--- config.mk ---
export PLATFORM = sky130hd
export DESIGN_NAME = phl_isqrt
export DESIGN_NICKNAME = d
export VERILOG_FILES = /design/src/rtl/core/phl_isqrt.sv
export SDC_FILE = /design/constraint.sdc
export NUM_CORES = 1
export LEC_CHECK = 0
export BUFFER_PORTS_ARGS = -buffer_cell sky130_fd_sc_hd__buf_2
export CORE_MARGIN = 2
export CORE_UTILIZATION = 30
export CTS_BUF_LIST = sky130_fd_sc_hd__clkbuf_4 sky130_fd_sc_hd__clkbuf_8
export CTS_CLUSTER_SIZE = 30
export DETAILED_ROUTE_END_ITERATION = 10
export HOLD_SLACK_MARGIN = 0.15
export SLEW_MARGIN = 20
export SYNTH_ARGS = -nofsm -noshare
export SYNTH_HDL_FRONTEND = slang
export SYNTH_SLANG_ARGS = --single-unit
--- constraint.sdc ---
create_clock -name aclk -period 7.9 [get_ports aclk]
set_input_delay 0 -clock aclk [delete_from_list [all_inputs] [get_ports aclk]]
set_output_delay 0 -clock aclk [all_outputs]
set_load 0.05 [all_outputs]
--- src/rtl/core/phl_isqrt.sv ---
`default_nettype none

module phl_isqrt (
    input  wire logic        aclk,
    input  wire logic        aresetn,
    input  wire logic        start,
    input  wire logic [60:0] radicand,
    output logic             done,
    output logic [30:0]      root
);

    logic [60:0] rem_reg;
    logic [60:0] root_reg;
    logic [60:0] bit_reg;
    logic        busy_reg;
    logic        done_reg;
    logic [61:0] trial;
    logic        fits;

    assign trial = {1'b0, root_reg} + {1'b0, bit_reg};
    assign fits  = {1'b0, rem_reg} >= trial;

    always_ff @(posedge aclk) begin
        if (!aresetn) begin
            busy_reg <= 1'b0;
            done_reg <= 1'b0;
        end else begin
            done_reg <= 1'b0;
            if (start) begin
                busy_reg <= 1'b1;
            end else if (busy_reg && bit_reg[0]) begin
                busy_reg <= 1'b0;
                done_reg <= 1'b1;
            end
        end
    end

    // one result bit per cycle, trial bit walks down by two places
    always_ff @(posedge aclk) begin
        if (start) begin
            rem_reg  <= radicand;
            root_reg <= '0;
            bit_reg  <= 61'(1) << 60;
        end else if (busy_reg) begin
            if (fits) begin
                rem_reg  <= rem_reg - trial[60:0];
                root_reg <= (root_reg >> 1) + bit_reg;
            end else begin
                root_reg <= root_reg >> 1;
            end
            bit_reg <= bit_reg >> 2;
        end
    end

    assign done = done_reg;
    assign root = root_reg[30:0];

endmodule

`default_nettype wire
==> impl_metrics.tcl <==
set metrics [dict create \
    peakVddDrop_mv 0.392 \
    synthTopCellsByArea "dfxtp_1, edfxtp_1, ha_1, nand2_1, nor2_1" \
    layout_commonest_cell "nand2_1" \
    ys.flop_type "dfxtp_1" \
    dr.pass1.iters 7 \
    drive_gt1_frac 0.0920 \
    tightestPinTransition_ps 942 \
    min_path_cells 3 \
    vias 13700 \
    clockBufferDepth 2 \
    cts_sinks 155 \
    vias_per_cell 5.41 \
    syn-instance-count 1790 \
    ys_seq_area_frac 0.260 \
    synth_edf_count 61 \
    rows 79 \
    crit_arrival_ps 7290 \
    hp-class "in2reg" \
    slew_headroom 0.371 \
    cts_setup_buffers 0 \
    postPlaceCellArea_um2 14900 \
    grt_pass1_wl_um 68700 \
    initial_core_util 0.305 \
    area_growth_pct 17.1 \
    ioPinCount 96 \
    fin_util 0.357 \
    finalInstanceArea_um2 16700 \
    cts-resized-gates 0 \
    cts_inserted_buffers 17 \
    mostFrequentLayoutCells "nand2_1, nor2_1, dlygate4sd3_1, o21ai_0, ha_1" \
    globalplace.congestion 0.906 \
    worstPathMaxFanout 116 \
    syn_nets 1979 \
    synth.top_cell.area_share 0.132 \
    power.density_nw_per_um2 310 \
    setup_viol_count_final 0 \
    cp-end-kind "flip-flop" \
    syn-cell-area_um2 14300 \
    hold_violations 0 \
    final_nets 2111 \
    drtIter0Drc 1003 \
    htreeDepth 4 \
    synth-async-reset-ratio 0 \
    grt_max_degree 117 \
    cts_root_buffer "clkbuf_8" \
    die_y_um 222 \
    antenna_cells 0 \
    whs_ps 293 \
    wl_per_cell_um 16.9 \
    ys_seq_elements 155 \
    grt_antenna_before_repair 0 \
    rsz0062_at_grt "false" \
    dieWidth_um 222 \
    grt_pass1_vias 13200 \
    finClkSkew_ps 20.6 \
    drv_cap 0 \
    fmax_mhz 145 \
    cts-hold-fix-buffers 136 \
    startpoint_type "flip-flop" \
    grt_overflow_total 0 \
    p_leak_uw 0.00632 \
    io_buffers 95 \
    yosys.area.top_type "dfxtp_1" \
    clk_latency_ps 510 \
    drc 0 \
    fin_tns_setup_ps 0 \
    fin_crit_ps 6880 \
    path_class "reg2reg" \
    dieArea_um2 49300 \
    clkSlewWorstSetupHoldPaths_ps 90 \
    post-route-period-util 0.871 \
    ys_warn_count 0 \
    rr_worst_depth 21 \
    slew_viol_final 0 \
    ant_nets 0 \
    fp.coreArea_um2 46800 \
    synth_cell_types 82 \
    syn_area_per_cell_um2 7.97 \
    post-dp-hpwl_um 31700 \
    wl_um 42900 \
    status "finished clean" \
    fillCellCount 4890 \
    required_ps 8310 \
    grt_usage 0.171 \
    cts_tree "built" \
]
==> metrics by stage <==
stage | total power (uW) | worst slack (ps) | instances
floorplan | 3700 | 208 | 1790
global placement | 4230 | 1190 | 2374
detailed placement | 4280 | 928 | 2374
CTS | 5170 | 892 | 2542
global route | 5610 | 634 | 2542
finish | 5190 | 1020 | 2542
==> worst max-delay path: stages (launching register included) <==
cell and delay [ps]:
dfxtp_1 480, ha_1 310, a31oi_1 320, o21ai_0 300, a21oi_1 550, o211ai_1 390
a211o_1 390, a221oi_1 600, nor2_1 140, o41ai_1 290, a31oi_1 120, ha_1 420
a21o_1 190, a21o_1 180, a21oi_1 140, o211ai_1 110, a31o_1 250, o2bb2ai_4 170
buf_6 640, inv_2 270, mux2i_1 180, a221oi_1 250
==> path summary, 6_finish.rpt <==
kind,startpoint,to,slack (ps)
worst min register to register,bit_reg[60],bit_reg[60],530
worst min-delay path,aresetn,busy_reg,290
worst max register to register,root_reg[2],root_reg[52],1020
worst max-delay path,root_reg[2],root_reg[52],1020
==> layout make-up <==
type | instances | area (um^2) | area share
well taps | 607 | 759 | 0.0455
clock inverters | 9 | 114 | 0.00681
multi-input cells | 1472 | 9780 | 0.585
inverters | 37 | 139 | 0.00831
repair buffers | 239 | 1910 | 0.114
flip-flops and latches | 155 | 3720 | 0.222
clock buffers | 23 | 292 | 0.0174
==> metal layers <==
metal | vias up | wire [um] | track usage
met5 | - | 0 | 0
met4 | 0 | 688 | 0.0440
met3 | 43 | 2030 | 0.0305
met2 | 326 | 20000 | 0.287
met1 | 6498 | 20200 | 0.227
li1 | 6875 | - | -
==> synth_stat cells, types with 23 or more instances <==
master and n:
a211oi_1 35, a21o_1 47, a21oi_1 107, a31oi_1 60, buf_4 32, clkbuf_1 71
dfxtp_1 94, edfxtp_1 61, ha_1 124, inv_1 36, mux2i_1 40, nand2_1 196
nand3_1 42, nand4_1 40, nor2_1 181, nor2b_1 24, o211ai_1 23, o21a_1 24
o21ai_0 129, o21bai_1 27, xnor2_1 65, xor2_1 71
==> logic make-up after synthesis <==
group | after synthesis | share of synthesized area
multiplexers | 42 | 0.0296
AND/OR/NAND/NOR | 592 | 0.192
adder cells (fa/ha/maj) | 125 | 0.110
buffers and inverters | 163 | 0.0561
XOR/XNOR | 136 | 0.0835
flip-flops | 155 | 0.260
AO/OA/AOI/OAI | 577 | 0.268
==> where the power goes <==
| part | switching (uW) | internal (uW) | leakage (uW) |
|---|---|---|---|
| combinational | 1950 | 1300 | 0.00473 |
| sequential | 171 | 1110 | 0.00138 |
| clock | 345 | 314 | 0.000209 |
Note: power is estimated with default switching activity, not from simulation.
